File: config.mk
export PLATFORM = sky130hd
export DESIGN_NAME = lba_to_chs_with_seek_tracking_flat
export DESIGN_NICKNAME = d
export VERILOG_FILES = /design/src/rtl/l2chs_pkg.sv /design/src/rtl/l2chs_if.sv /design/src/rtl/lba_to_chs_with_seek_tracking.sv /design/src/rtl/l2chs_div.sv /design/src/flat_wrapper.sv
export SDC_FILE = /design/constraint.sdc
export NUM_CORES = 1
export LEC_CHECK = 0
export BUFFER_PORTS_ARGS = -buffer_cell sky130_fd_sc_hd__buf_2
export CAP_MARGIN = 25
export CORE_ASPECT_RATIO = 0.7
export CORE_MARGIN = 2
export CORE_UTILIZATION = 30
export DETAILED_ROUTE_END_ITERATION = 8
export SLEW_MARGIN = 20
export SYNTH_ARGS = -nofsm -noshare
export SYNTH_HDL_FRONTEND = slang
export SYNTH_HIERARCHICAL = 1
export SYNTH_SLANG_ARGS = --single-unit
File: constraint.sdc
create_clock -name clk -period 6.2 [get_ports clk]
set_input_delay 0.62 -clock clk [delete_from_list [all_inputs] [get_ports clk]]
set_output_delay 0.62 -clock clk [all_outputs]
set_load 0.03 [all_outputs]
File: src/rtl/l2chs_pkg.sv
// Types and constants of the LBA to CHS translator.
package l2chs_pkg;

	localparam int LBA_FIELD_W = 32;
	localparam int STATUS_W    = 16;
	localparam int DVS_W       = 16;
	localparam int SECT_DIV_STEPS = 16;

	// Operation codes of an input transaction.
	localparam logic [1:0] OP_TRANSLATE = 2'd0;
	localparam logic [1:0] OP_COMPLETE  = 2'd1;
	localparam logic [1:0] OP_RECAL     = 2'd2;

	// Result codes.
	localparam logic [1:0] RC_OK        = 2'd0;
	localparam logic [1:0] RC_ERROR     = 2'd1;
	localparam logic [1:0] RC_WPROT     = 2'd2;
	localparam logic [1:0] RC_CYL_RANGE = 2'd3;

	// Configuration register indexes.
	localparam logic [1:0] REG_SPT   = 2'd0;
	localparam logic [1:0] REG_HEADS = 2'd1;
	localparam logic [1:0] REG_FSN   = 2'd2;

	localparam logic [7:0] SPT_RESET   = 8'd18;
	localparam logic [7:0] HEADS_RESET = 8'd2;
	localparam logic       FSN_RESET   = 1'b1;

	// Floppy command bytes.
	localparam logic [7:0] CMD_WRITE_MFM = 8'h45;
	localparam logic [7:0] CMD_READ_MFM  = 8'h46;
	localparam logic [7:0] CMD_SEEK_BIT  = 8'h10;

	// Top nibble of the controller status word.
	localparam logic [3:0] STAT_FAIL   = 4'h1;
	localparam logic [3:0] STAT_WPROT  = 4'h7;

	typedef struct packed {
		logic [7:0] cylinder;
		logic [7:0] head;
		logic [7:0] sector;
		logic [7:0] command_byte;
		logic       seek_needed;
		logic [1:0] result_code;
	} l2chs_result_t;

	typedef struct packed {
		logic busy;
		logic done;
	} l2chs_div_stat_t;

endpackage

File: src/rtl/l2chs_if.sv
// Channel interfaces of the LBA to CHS translator: requests, results and configuration.
interface l2chs_req_if import l2chs_pkg::*; ();
	logic                   valid;
	logic                   ready;
	logic [1:0]             operation;
	logic [LBA_FIELD_W-1:0] lba;
	logic                   is_write;
	logic [STATUS_W-1:0]    status_word;
	logic                   carry_error;

	modport source (output valid, operation, lba, is_write, status_word, carry_error,
		input ready);
	modport sink (input valid, operation, lba, is_write, status_word, carry_error,
		output ready);
endinterface

interface l2chs_rsp_if import l2chs_pkg::*; ();
	logic       valid;
	logic       ready;
	logic [7:0] cylinder;
	logic [7:0] head;
	logic [7:0] sector;
	logic [7:0] command_byte;
	logic       seek_needed;
	logic [1:0] result_code;

	modport source (output valid, cylinder, head, sector, command_byte, seek_needed,
		result_code, input ready);
	modport sink (input valid, cylinder, head, sector, command_byte, seek_needed,
		result_code, output ready);
endinterface

interface l2chs_cfg_if import l2chs_pkg::*; ();
	logic       valid;
	logic       ready;
	logic [1:0] index;
	logic [7:0] data;

	modport source (output valid, index, data, input ready);
	modport sink (input valid, index, data, output ready);
endinterface

File: src/rtl/lba_to_chs_with_seek_tracking.sv
// LBA to cylinder/head/sector translator with floppy seek tracking, top level.
//
// Requests arrive on req, results leave on rsp, and geometry registers are written
// on cfg (index 0 sectors per track, 1 heads, 2 first sector number). Every request
// transaction yields exactly one result transaction, in order.
// A translate request first multiplies out the sectors per cylinder and then
// runs two divisions through one shared bit-serial divider: a full-width division for the
// cylinder and a 16-bit one for head and sector. The translate result is built in the
// staging register and then moved to the output register; no new request is taken
// before that move. Completion, recalibrate and rejected requests need no division:
// their result goes through the same two registers.
// req.ready is high only while no request is in progress, so one request is handled
// at a time. A finished result sits in the output register until rsp.ready takes it;
// meanwhile the next request is accepted and worked on, and it waits in a staging
// register only if the previous result still has not been taken.
// After reset the geometry is 18 sectors, 2 heads, first sector 1, and the track
// position is unknown, so the first translate asks for a seek.
// cfg.ready is always high; registers are to be written only while the block is idle.
module lba_to_chs_with_seek_tracking import l2chs_pkg::*; #(
	parameter int LBA_WIDTH = 32
) (
	input  logic        clk,
	input  logic        arst_n,
	l2chs_cfg_if.sink   cfg,
	l2chs_req_if.sink   req,
	l2chs_rsp_if.source rsp
);

	localparam int CNT_W = $clog2(LBA_WIDTH+1);

	localparam logic [2:0] ST_IDLE = 3'd0;
	localparam logic [2:0] ST_MUL  = 3'd1;
	localparam logic [2:0] ST_DIV1 = 3'd2;
	localparam logic [2:0] ST_DIV2 = 3'd3;
	localparam logic [2:0] ST_RESP = 3'd4;

	logic [2:0]           state_q;
	logic                 start_q;
	logic                 out_vld_q;
	logic [7:0]           spt_q;
	logic [7:0]           heads_q;
	logic                 fsn_q;
	logic                 track_known_q;
	logic [7:0]           head_track_q;
	logic [7:0]           pending_cyl_q;

	logic [LBA_WIDTH-1:0] lba_q;
	logic                 wr_q;
	logic [DVS_W-1:0]     spc_q;
	logic [LBA_WIDTH-1:0] cyl_q;
	logic [DVS_W-1:0]     hs_q;
	l2chs_result_t        stg_q;
	l2chs_result_t        out_q;

	logic                 req_fire;
	logic                 cfg_fire;
	logic                 bad_geom;
	logic [3:0]           stat_nib;
	logic                 cpl_err;
	logic [1:0]           cpl_code;
	logic                 div2_done;
	logic                 cyl_over;
	logic [7:0]           cyl_sat;
	logic                 seek;
	logic [7:0]           cmd_base;
	logic                 out_load;
	l2chs_result_t        imm_res;
	l2chs_result_t        xlat_res;

	logic                 div_start;
	logic [CNT_W-1:0]     div_steps;
	logic [LBA_WIDTH-1:0] div_dvd;
	logic [DVS_W-1:0]     div_dvs;
	l2chs_div_stat_t      div_stat;
	logic [LBA_WIDTH-1:0] div_quo;
	logic [DVS_W-1:0]     div_rem;

	assign req.ready = (state_q == ST_IDLE);
	assign cfg.ready = 1'b1;
	assign req_fire  = req.valid & req.ready;
	assign cfg_fire  = cfg.valid & cfg.ready;
	assign bad_geom  = (spt_q == 8'd0) | (heads_q == 8'd0);
	assign out_load  = (state_q == ST_RESP) & (~out_vld_q | rsp.ready);

	// Completion status decode.
	assign stat_nib = req.status_word[STATUS_W-1 -: 4];
	assign cpl_err  = req.carry_error | (stat_nib == STAT_FAIL);
	assign cpl_code = ~cpl_err ? RC_OK :
		(req.is_write & req.carry_error & (stat_nib == STAT_WPROT)) ? RC_WPROT : RC_ERROR;

	// Results that need no division.
	always_comb begin
		imm_res = '0;
		case (req.operation)
			OP_TRANSLATE: imm_res.result_code = RC_ERROR;
			OP_COMPLETE: begin
				imm_res.cylinder    = pending_cyl_q;
				imm_res.result_code = cpl_code;
			end
			OP_RECAL: imm_res.result_code = RC_OK;
			default: imm_res.result_code = RC_ERROR;
		endcase
	end

	// Translate result, formed when the head/sector division finishes.
	assign div2_done = (state_q == ST_DIV2) & div_stat.done;
	assign cyl_over  = |cyl_q[LBA_WIDTH-1:8];
	assign cyl_sat   = cyl_over ? 8'hff : cyl_q[7:0];
	assign seek      = cyl_over | ~track_known_q | (head_track_q != cyl_q[7:0]);
	assign cmd_base  = wr_q ? CMD_WRITE_MFM : CMD_READ_MFM;

	always_comb begin
		xlat_res.cylinder     = cyl_sat;
		xlat_res.head         = div_quo[7:0];
		xlat_res.sector       = div_rem[7:0] + {7'd0, fsn_q};
		xlat_res.command_byte = seek ? (cmd_base | CMD_SEEK_BIT) : cmd_base;
		xlat_res.seek_needed  = seek;
		xlat_res.result_code  = cyl_over ? RC_CYL_RANGE : RC_OK;
	end

	// First pass divides the LBA by sectors per cylinder; the second divides the
	// remainder, moved to the top of the dividend, by sectors per track.
	assign div_start = start_q;
	assign div_steps = (state_q == ST_DIV2) ? CNT_W'(SECT_DIV_STEPS) : CNT_W'(LBA_WIDTH);
	assign div_dvd   = (state_q == ST_DIV2) ?
		(LBA_WIDTH'(hs_q) << (LBA_WIDTH - SECT_DIV_STEPS)) : lba_q;
	assign div_dvs   = (state_q == ST_DIV2) ? {8'd0, spt_q} : spc_q;

	l2chs_div #(
		.DVD_W (LBA_WIDTH)
	) u_div (
		.clk       (clk),
		.arst_n    (arst_n),
		.start     (div_start),
		.steps     (div_steps),
		.dividend  (div_dvd),
		.divisor   (div_dvs),
		.stat      (div_stat),
		.quotient  (div_quo),
		.remainder (div_rem)
	);

	always_ff @(posedge clk or negedge arst_n) begin
		if (!arst_n) begin
			state_q       <= ST_IDLE;
			start_q       <= 1'b0;
			out_vld_q     <= 1'b0;
			spt_q         <= SPT_RESET;
			heads_q       <= HEADS_RESET;
			fsn_q         <= FSN_RESET;
			track_known_q <= 1'b0;
			head_track_q  <= 8'd0;
			pending_cyl_q <= 8'd0;
		end else begin
			start_q <= 1'b0;
			if (cfg_fire) begin
				case (cfg.index)
					REG_SPT:   spt_q   <= cfg.data;
					REG_HEADS: heads_q <= cfg.data;
					REG_FSN:   fsn_q   <= cfg.data[0];
					default: ;
				endcase
			end
			if (out_load) begin
				out_vld_q <= 1'b1;
			end else if (rsp.ready) begin
				out_vld_q <= 1'b0;
			end
			case (state_q)
				ST_IDLE: begin
					if (req_fire) begin
						if (req.operation == OP_TRANSLATE && !bad_geom) begin
							state_q <= ST_MUL;
						end else begin
							state_q <= ST_RESP;
						end
						if (req.operation == OP_COMPLETE && !cpl_err) begin
							head_track_q  <= pending_cyl_q;
							track_known_q <= 1'b1;
						end
						if (req.operation == OP_RECAL) begin
							track_known_q <= 1'b0;
						end
					end
				end
				ST_MUL: begin
					start_q <= 1'b1;
					state_q <= ST_DIV1;
				end
				ST_DIV1: begin
					if (div_stat.done) begin
						start_q <= 1'b1;
						state_q <= ST_DIV2;
					end
				end
				ST_DIV2: begin
					if (div_stat.done) begin
						if (!cyl_over) begin
							pending_cyl_q <= cyl_q[7:0];
						end
						state_q <= ST_RESP;
					end
				end
				ST_RESP: begin
					if (out_load) begin
						state_q <= ST_IDLE;
					end
				end
				default: state_q <= ST_IDLE;
			endcase
		end
	end

	always_ff @(posedge clk) begin
		if (req_fire) begin
			lba_q <= req.lba[LBA_WIDTH-1:0];
			wr_q  <= req.is_write;
			stg_q <= imm_res;
		end
		if (state_q == ST_MUL) begin
			spc_q <= spt_q * heads_q;
		end
		if ((state_q == ST_DIV1) && div_stat.done) begin
			cyl_q <= div_quo;
			hs_q  <= div_rem;
		end
		if (div2_done) begin
			stg_q <= xlat_res;
		end
		if (out_load) begin
			out_q <= stg_q;
		end
	end

	assign rsp.valid        = out_vld_q;
	assign rsp.cylinder     = out_q.cylinder;
	assign rsp.head         = out_q.head;
	assign rsp.sector       = out_q.sector;
	assign rsp.command_byte = out_q.command_byte;
	assign rsp.seek_needed  = out_q.seek_needed;
	assign rsp.result_code  = out_q.result_code;

endmodule

File: src/rtl/l2chs_div.sv
// Restoring divider, one quotient bit per cycle, shared by both divisions of a request.
module l2chs_div import l2chs_pkg::*; #(
	parameter int DVD_W = 32
) (
	input  logic                         clk,
	input  logic                         arst_n,
	input  logic                         start,
	input  logic [$clog2(DVD_W+1)-1:0]   steps,
	input  logic [DVD_W-1:0]             dividend,
	input  logic [DVS_W-1:0]             divisor,
	output l2chs_div_stat_t              stat,
	output logic [DVD_W-1:0]             quotient,
	output logic [DVS_W-1:0]             remainder
);

	localparam int CNT_W = $clog2(DVD_W+1);

	logic [CNT_W-1:0] cnt_q;
	logic             busy_q;
	logic             done_q;
	logic [DVS_W-1:0] rem_q;
	logic [DVD_W-1:0] quo_q;

	logic [DVS_W+1:0] diff;
	logic             ge;
	logic [DVS_W-1:0] rem_nxt;

	// The dividend is consumed from its top bit; its freed low bits collect the quotient.
	assign diff    = {1'b0, rem_q, quo_q[DVD_W-1]} - {2'b00, divisor};
	assign ge      = ~diff[DVS_W+1];
	assign rem_nxt = ge ? diff[DVS_W-1:0] : {rem_q[DVS_W-2:0], quo_q[DVD_W-1]};

	always_ff @(posedge clk or negedge arst_n) begin
		if (!arst_n) begin
			cnt_q  <= '0;
			busy_q <= 1'b0;
			done_q <= 1'b0;
		end else begin
			done_q <= 1'b0;
			if (start) begin
				cnt_q  <= steps;
				busy_q <= 1'b1;
			end else if (busy_q) begin
				cnt_q <= cnt_q - CNT_W'(1);
				if (cnt_q == CNT_W'(1)) begin
					busy_q <= 1'b0;
					done_q <= 1'b1;
				end
			end
		end
	end

	always_ff @(posedge clk) begin
		if (start) begin
			rem_q <= '0;
			quo_q <= dividend;
		end else if (busy_q) begin
			rem_q <= rem_nxt;
			quo_q <= {quo_q[DVD_W-2:0], ge};
		end
	end

	assign stat.busy = busy_q;
	assign stat.done = done_q;
	assign quotient  = quo_q;
	assign remainder = rem_q;

endmodule

File: src/flat_wrapper.sv
// flat-port wrapper written by rule: the top's interface ports become plain ports
module lba_to_chs_with_seek_tracking_flat import l2chs_pkg::*;
#(
	parameter int LBA_WIDTH = 32
)
  (clk, arst_n, cfg_valid, cfg_index, cfg_data, cfg_ready, req_valid, req_operation, req_lba, req_is_write, req_status_word, req_carry_error, req_ready, rsp_valid, rsp_cylinder, rsp_head, rsp_sector, rsp_command_byte, rsp_seek_needed, rsp_result_code, rsp_ready);
  l2chs_cfg_if cfg_i ();
  l2chs_req_if req_i ();
  l2chs_rsp_if rsp_i ();
  input  logic clk;
  input  logic arst_n;
  input wire logic [$bits(cfg_i.valid)-1:0] cfg_valid;
  input wire logic [$bits(cfg_i.index)-1:0] cfg_index;
  input wire logic [$bits(cfg_i.data)-1:0] cfg_data;
  output wire logic [$bits(cfg_i.ready)-1:0] cfg_ready;
  input wire logic [$bits(req_i.valid)-1:0] req_valid;
  input wire logic [$bits(req_i.operation)-1:0] req_operation;
  input wire logic [$bits(req_i.lba)-1:0] req_lba;
  input wire logic [$bits(req_i.is_write)-1:0] req_is_write;
  input wire logic [$bits(req_i.status_word)-1:0] req_status_word;
  input wire logic [$bits(req_i.carry_error)-1:0] req_carry_error;
  output wire logic [$bits(req_i.ready)-1:0] req_ready;
  output wire logic [$bits(rsp_i.valid)-1:0] rsp_valid;
  output wire logic [$bits(rsp_i.cylinder)-1:0] rsp_cylinder;
  output wire logic [$bits(rsp_i.head)-1:0] rsp_head;
  output wire logic [$bits(rsp_i.sector)-1:0] rsp_sector;
  output wire logic [$bits(rsp_i.command_byte)-1:0] rsp_command_byte;
  output wire logic [$bits(rsp_i.seek_needed)-1:0] rsp_seek_needed;
  output wire logic [$bits(rsp_i.result_code)-1:0] rsp_result_code;
  input wire logic [$bits(rsp_i.ready)-1:0] rsp_ready;
  assign cfg_i.valid = cfg_valid;
  assign cfg_i.index = cfg_index;
  assign cfg_i.data = cfg_data;
  assign cfg_ready = cfg_i.ready;
  assign req_i.valid = req_valid;
  assign req_i.operation = req_operation;
  assign req_i.lba = req_lba;
  assign req_i.is_write = req_is_write;
  assign req_i.status_word = req_status_word;
  assign req_i.carry_error = req_carry_error;
  assign req_ready = req_i.ready;
  assign rsp_valid = rsp_i.valid;
  assign rsp_cylinder = rsp_i.cylinder;
  assign rsp_head = rsp_i.head;
  assign rsp_sector = rsp_i.sector;
  assign rsp_command_byte = rsp_i.command_byte;
  assign rsp_seek_needed = rsp_i.seek_needed;
  assign rsp_result_code = rsp_i.result_code;
  assign rsp_i.ready = rsp_ready;
  lba_to_chs_with_seek_tracking #(.LBA_WIDTH(LBA_WIDTH)) u_core (.clk(clk), .arst_n(arst_n), .cfg(cfg_i), .req(req_i), .rsp(rsp_i));
endmodule
Yosys cells after proc, flatten, opt, wreduce, memory -nomap -nowiden. Cells that the tools add are included.

$add $sub $neg: 3. Eq/ne operators: 16. Bitwise gates (word level): 14. Multiplexer cells: 36. Reductions and logical operators: 22. $mul: 1.

Operators with widths (count): $mux 32 (3); $mux 35 (2); $mux 16 (2); $reduce_or 24->1 (1); $mux 6 (3); $sub 17x16->18 (1); $logic_not 8->1 (2); $mul 8x8->16 (1); $mux 8 (2); $mux 3 (5); $pmux 3 s5 (1); $mux 1 (11); $reduce_and 3->1 (3); $add 8x1->8 (1); $mux 2 (4); $ne 8x8->1 (1); $reduce_bool 2->1 (4); $eq 3x2->1 const B (2); $eq 6x1->1 const B (1); $ne 2x2->1 const B (3); $reduce_and 2->1 (3); $sub 6x1->6 const B (1); $and 1x1->1 (5); $mux 5 (1); other kinds (16) (29).

Register bits: 262. Word-level logic and storage cells: 123. Output and inout bits: 38. Input bits: 67.

Depth between registers and ports, before layout. Gate-level depths: netlist of the first run.

Depth after elaboration: 7. Gate-level depth with buffers: 16. Gate-level depth less buffers: 15.

By module. Netlist of the first run, hierarchy kept.

By module, submodules not included: lba_to_chs_with_seek_tracking (seq. area each 5755.5 sq um, cells each 692, instances 1, area an instance 9619.2 sq um); l2chs_div (seq. area each 1481.4 sq um, cells each 299, instances 1, area an instance 3289.4 sq um).

Least setup slack after synthesis of the first run. Ideal clock, no wire load.

Path type: reg2reg. Start: register u_core.spt_q[1]. End: register u_core.spc_q[14], data pin. Clock period less this slack: 4.361 ns. Slack: 1.839 ns. Cell stages (with the launch flop): 16. Arrival time: 4.099 ns. Data required time: 5.938 ns. Setup time: 0.262 ns. Buffers on the path: 1. Cell sequence: dfstp_2 clkbuf_1 nand2_1 fa_1 fa_1 inv_1 fa_1 inv_1 fa_1 inv_1 ha_1 or3_1 o22a_1 o21ai_2 o21bai_1 xor2_1.

Longest elaborated chain between the ends: 1.

RTL lines: from (decl) (line lba_to_chs_with_seek_tracking.sv:40) `logic [7:0] spt_q;`; from (signal assigned) (line lba_to_chs_with_seek_tracking.sv:158) `REG_SPT: spt_q <= cfg.data;`; $mul 8x8->16 (line lba_to_chs_with_seek_tracking.sv:221) `spc_q <= spt_q * heads_q;`; to (signal assigned) (line lba_to_chs_with_seek_tracking.sv:221); to (decl) (line lba_to_chs_with_seek_tracking.sv:49) `logic [DVS_W-1:0] spc_q;`.

Every way passes these cells. A chain may end at the register's enable or synchronous reset.

Final worst setup path of the first run.
Start: register u_core.spt_q[1]. End: register u_core.spc_q[15], data pin.

Same word-level chain as after synthesis.

==> results of run 1 <==
-- per-layer routing --
| layer | vias to the layer above | share of wire, % | global-route usage, % |
|---|---|---|---|
| li1 | 3657 | - | - |
| met1 | 3789 | 49 | 17.1 |
| met2 | 135 | 45 | 19.4 |
| met3 | 30 | 4.3 | 2.21 |
| met4 | 0 | 1.5 | 2.27 |
| met5 | - | 0 | 0 |
-- power by group --
group	internal [mW]	switching [mW]
Combinational	1.65	2.02
Clock	0.868	0.650
Sequential	2.46	0.306
Total	4.98	2.98
-- layout make-up --
type	instances	area share, %
sequential	254	49.1
tap	552	4.68
clock inverter	10	0.603
inverter	83	2.11
timing repair buffer	99	3.55
clock buffer	38	5.00
multi-input combinational	612	35.0
-- layout by cell type, fill, tap and decap left out, drive strengths merged, types with 5 or more instances in the layout --
cell type / count
edfxtp: 191
buf: 99
mux2: 91
inv: 82
and2: 79
nand2: 60
ha: 56
dfrtp: 43
nor2: 43
clkbuf: 38
fa: 37
a21oi: 22
xnor2: 21
nor3: 20
xor2: 19
nor4: 16
dfxtp: 16
o21ai: 15
nand3: 13
mux2i: 10
a211oi: 9
nand2b: 8
and3: 8
conb: 8
a21o: 8
clkinv: 8
o31ai: 6
nand4: 5
o211ai: 5
a31o: 5
-- worst max-delay path, cell delays in order, from the launching register on --
cell	delay (ps)
dfstp_2	640
nand2_1	100
fa_1	490
fa_1	560
inv_1	60
fa_1	530
inv_1	50
fa_1	530
inv_1	40
ha_1	340
o21a_2	160
o31ai_2	100
a211oi_2	220
mux2i_1	110
a2111oi_2	340
-- flip-flops by register name, indices dropped and copies added, names as in the netlist, 16 cells and up --
register                cells
u_core/stg_q               31
u_core/cyl_q               32
u_core/hs_q                16
u_core/u_div/remainder     16
u_core/lba_q               32
u_core/spc_q               16
u_core/u_div/quotient      32
-- path summary, 6_finish.rpt --
kind	start	to	cells after the start
min in group clk	req_lba[16]	u_core/lba_q[16]	1
max in group asynchronous	arst_n	u_core/div_start	2
worst min-delay path	arst_n	u_core/pending_cyl_q[3]	2
worst min register to register	u_core/stg_q[26]	u_core/rsp.head[7]	0
worst max-delay path	u_core/spt_q[1]	u_core/spc_q[15]	14
worst max register to register	u_core/spt_q[1]	u_core/spc_q[15]	14
-- through the flow --
step	instance area [um^2]	power [mW]	util [%]	setup slack, ps	instances
floorplan	12900	5.68	-	1840	996
global placement	13900	6.39	32.8	1700	1600
detailed placement	13900	6.47	32.8	1710	1600
CTS	14700	8.04	34.8	1680	1648
global route	14700	8.63	34.8	1470	1648
finish	14700	7.96	34.8	1720	1648
==> impl_metrics.ini, run 1 <==
[run_status]
status = complete, no violations

[die]
die_h_um = 178
core_area_um2 = 42400
die_w_um = 252
row_count = 63
io_pins = 105
initial_core_util_pct = 30.4
die_area_um2 = 44700

[grt]
grt_max_degree = 61
antenna_found_initial = 1
gr-usage-all-layers_pct = 12.0
grt_pass1_vias = 7633
overflow = 0
grt_pass1_wl_um = 42400

[placement]
place_congestion = 0.772
dp.final_hpwl_um = 18700
portBuffers = 88

[clock_network]
cts_max_level = 1
cts_resized = 0
cts_max_path_buffers = 3
cts_hold_buffers = 0
cts-root-buf = clkbuf_16
clkTransAtPathRegs_ps = 60
cts_tree = yes
numClockSinks = 254
cts_setup_buffers = 0
numCtsBuffers = 26
insertion_delay_ps = 550

[final_layout]
filler_cell_count = 4138
seqCellArea_um2 = 7240
multiInputGateArea_um2 = 5150
num_antenna_cells = 0
nets = 1236
synthToLayoutAreaGrowth_pct = 14.3
drive_above_1_share_pct = 23.7

[timing]
slew_violations = 0
whs_ps = 190
rsz0062_at_grt = false
setup_viol = 0
finalClockSkew_ps = 13.7
fin_crit_sh_pct = 72.3
worst_slew_pin_slew_ps = 818
setup_tns_ps = 0
fin_crit_ps = 4480
fmax_mhz = 223
slew_headroom_pct = 45.2
hold_violations = 0

[synth]
yosys_warnings = 6
syn_inst = 990
syn_area_per_cell_um2 = 13.0
syn_area_um2 = 12900

[drt]
first_pass_iters = 5
vias = 7611
vias_per_cell = 4.62
final_antenna_net_count = 0
drt_iter0_drc = 445
wl_per_cell_um = 16.1
detail_route.wirelength_um = 26600
drc = 0

[power]
cellPowerDensity_nw_per_um2 = 540
vdd_ir_drop_max_uv = 248
cellLeakagePower_nw = 5.91

[setup_path]
ff2ff_setup_slack_ps = 1720
required_ps = 6550
critPathLaunchType = register
end_kind = register
path_max_fanout = 11
crit_type = reg -> reg
cp_data_arrival_time_ps = 4830

[run]
drv_cap = 0

[hold_path]
hold_class = in -> async
No activity file was read; power rests on OpenSTA's default activity.
==> run 2: changes to the inputs <==
clock period = 4.1 ns   (was 6.2 ns; I/O delays follow)
==> run 2 against run 1 <==
- the flow now finishes with violations (negative setup slack)
- clock power up 46%
- routed wire length up 2.7%
- clock skew rose by 3.4 ps
- hold slack got worse by 150 ps
- sequential power grew 51%
- total power is 63% higher
- setup slack worse by 1700 ps
- via count increased by 2.2%
- global-route usage rose by 0.45 points
- final cell count rose by 2.8%
- largest power group unchanged
==> impl_metrics.ini, run 2 (same netlist as run 1, synthesis figures left out) <==
[timing]
rsz0062_at_grt = true
worst_slew_pin_slew_ps = 764
fin_crit_ps = 4120
slew_headroom_pct = 48.9
hold_violations = 0
fin_crit_sh_pct = 101
fmax_mhz = 243
timing.final.ws_setup_ps = -20.7
slew_violations = 0
setup_viol = 3
whs_ps = 44.5
finalClockSkew_ps = 17.1

[setup_path]
slowest_stage = dfstp_2
crit_type = reg -> reg
cp_data_arrival_time_ps = 4460
slowest_delay_ps = 610
cp_cell_sequence = and2_4 -> fa_1 -> fa_1 -> fa_1 -> inv_1 -> fa_1 -> inv_2 -> ha_4 -> buf_6 -> o21a_1 -> nor2_1 -> a211oi_2 -> mux2i_1 -> a2111oi_2
required_ps = 4440
critPathLaunchType = register
end_kind = register
cpMostUsedCell = fa_1
path_max_fanout = 5

[run_status]
violations = negative setup slack
status = complete, but fails checks

[grt]
overflow = 0
antenna_found_initial = 2
gr-usage-all-layers_pct = 12.5
grt_pass1_vias = 7947
grt_pass1_wl_um = 44100
grt_max_degree = 50

[power]
cellLeakagePower_nw = 6.13
cellPowerDensity_nw_per_um2 = 852
vdd_ir_drop_max_uv = 524

[die]
die_h_um = 178
io_pins = 105
die_w_um = 252
row_count = 63
initial_core_util_pct = 30.4
die_area_um2 = 44700
core_area_um2 = 42400

[final_layout]
num_antenna_cells = 0
mostFrequentLayoutCells = edfxtp_1, mux2_2, buf_2
filler_cell_count = 4103
fin_util_pct = 35.8
nets = 1283
layout_commonest_cell = edfxtp_1
drive_above_1_share_pct = 28.8
synthToLayoutAreaGrowth_pct = 17.8

[drt]
first_pass_iters = 5
final_antenna_net_count = 0
detail_route.wirelength_um = 27300
vias_per_cell = 4.59
vias = 7780
wl_per_cell_um = 16.1
drc = 0
drt_iter0_drc = 529

[placement]
portBuffers = 88
pre_cts_ws_ps = -214
place_congestion = 0.796
dp.final_hpwl_um = 19800

[run]
drv_cap = 0

[clock_network]
numClockSinks = 254
insertion_delay_ps = 540
cts_tree = yes
cts_max_path_buffers = 3
cts-root-buf = clkbuf_16
cts_max_level = 1
numCtsBuffers = 27
clkTransAtPathRegs_ps = 70

[hold_path]
hold_class = in -> reg
==> run 2: where the power goes <==
group	leakage, nW	total [mW]	internal [mW]	switching, mW
combinational	3.24	6.56	3.19	3.37
clock	0.388	2.22	1.23	0.991
sequential	2.50	4.17	3.72	0.451
==> run 2: layout make-up <==
cell class | count | area, um^2 | area share, %
Sequential cell | 254 | 7250 | 47.7
Clock buffer | 35 | 716 | 4.71
Timing Repair Buffer | 145 | 897 | 5.90
Clock inverter | 13 | 77.6 | 0.510
Inverter | 83 | 312 | 2.05
Multi-Input combinational cell | 612 | 5260 | 34.6
Tap cell | 552 | 691 | 4.54
==> run 2: metrics by stage <==
stage	cells	total power, mW	instance area, um^2	setup TNS [ps]
after global routing	1694	14.0	15200	-826
after CTS	1694	13.0	15200	-36.3
after floorplan	996	8.70	13000	-86.6
after global placement	1643	10.3	14300	-717
after detailed placement	1643	10.5	14300	-888
final	1694	13.0	15200	-27.7
==> run 2: worst paths after layout <==
kind	startpoint	endpoint	slack, ps	cells after the start
max	u_core/spt_q[4]	u_core/spc_q[15]	-20	14
min	req_lba[31]	u_core/lba_q[31]	40	1
max reg2reg	u_core/spt_q[4]	u_core/spc_q[15]	-20	14
min reg2reg	u_core/stg_q[31]	u_core/rsp.cylinder[4]	420	0
max in group asynchronous	arst_n	u_core/heads_q[7]	3180	2
min in group asynchronous	arst_n	u_core/head_track_q[1]	450	2
==> run 2: per-layer routing <==
metal | track usage, % | wire length (um) | vias to the layer above
met5 | 0 | 0 | -
met1 | 17.7 | 13300 | 3847
met2 | 19.8 | 12300 | 130
met4 | 2.37 | 471 | 0
met3 | 2.57 | 1180 | 37
li1 | - | - | 3766
==> run 2: worst max-delay path, delay by kind of cell (launching register included) <==
family                   cells  cell delay (ps)
flip-flops                   1              610
buffers and inverters        3              210
AND/OR/NAND/NOR              2              300
AO/OA/AOI/OAI                3              550
multiplexers                 1              150
adder cells (fa/ha/maj)      5             2100
==> run 2: repair_timing <==
| action | 4_1_cts | 5_1_grt |
|---|---|---|
| pin swaps | 17 | 5 |
| hold endpoints to repair | 43 | 0 |
| endpoints found under the setup margin | 6 | 7 |
| hold buffers | 1 | 0 |
| setup buffers | 2 | 0 |
| gates resized for setup | 22 | 5 |
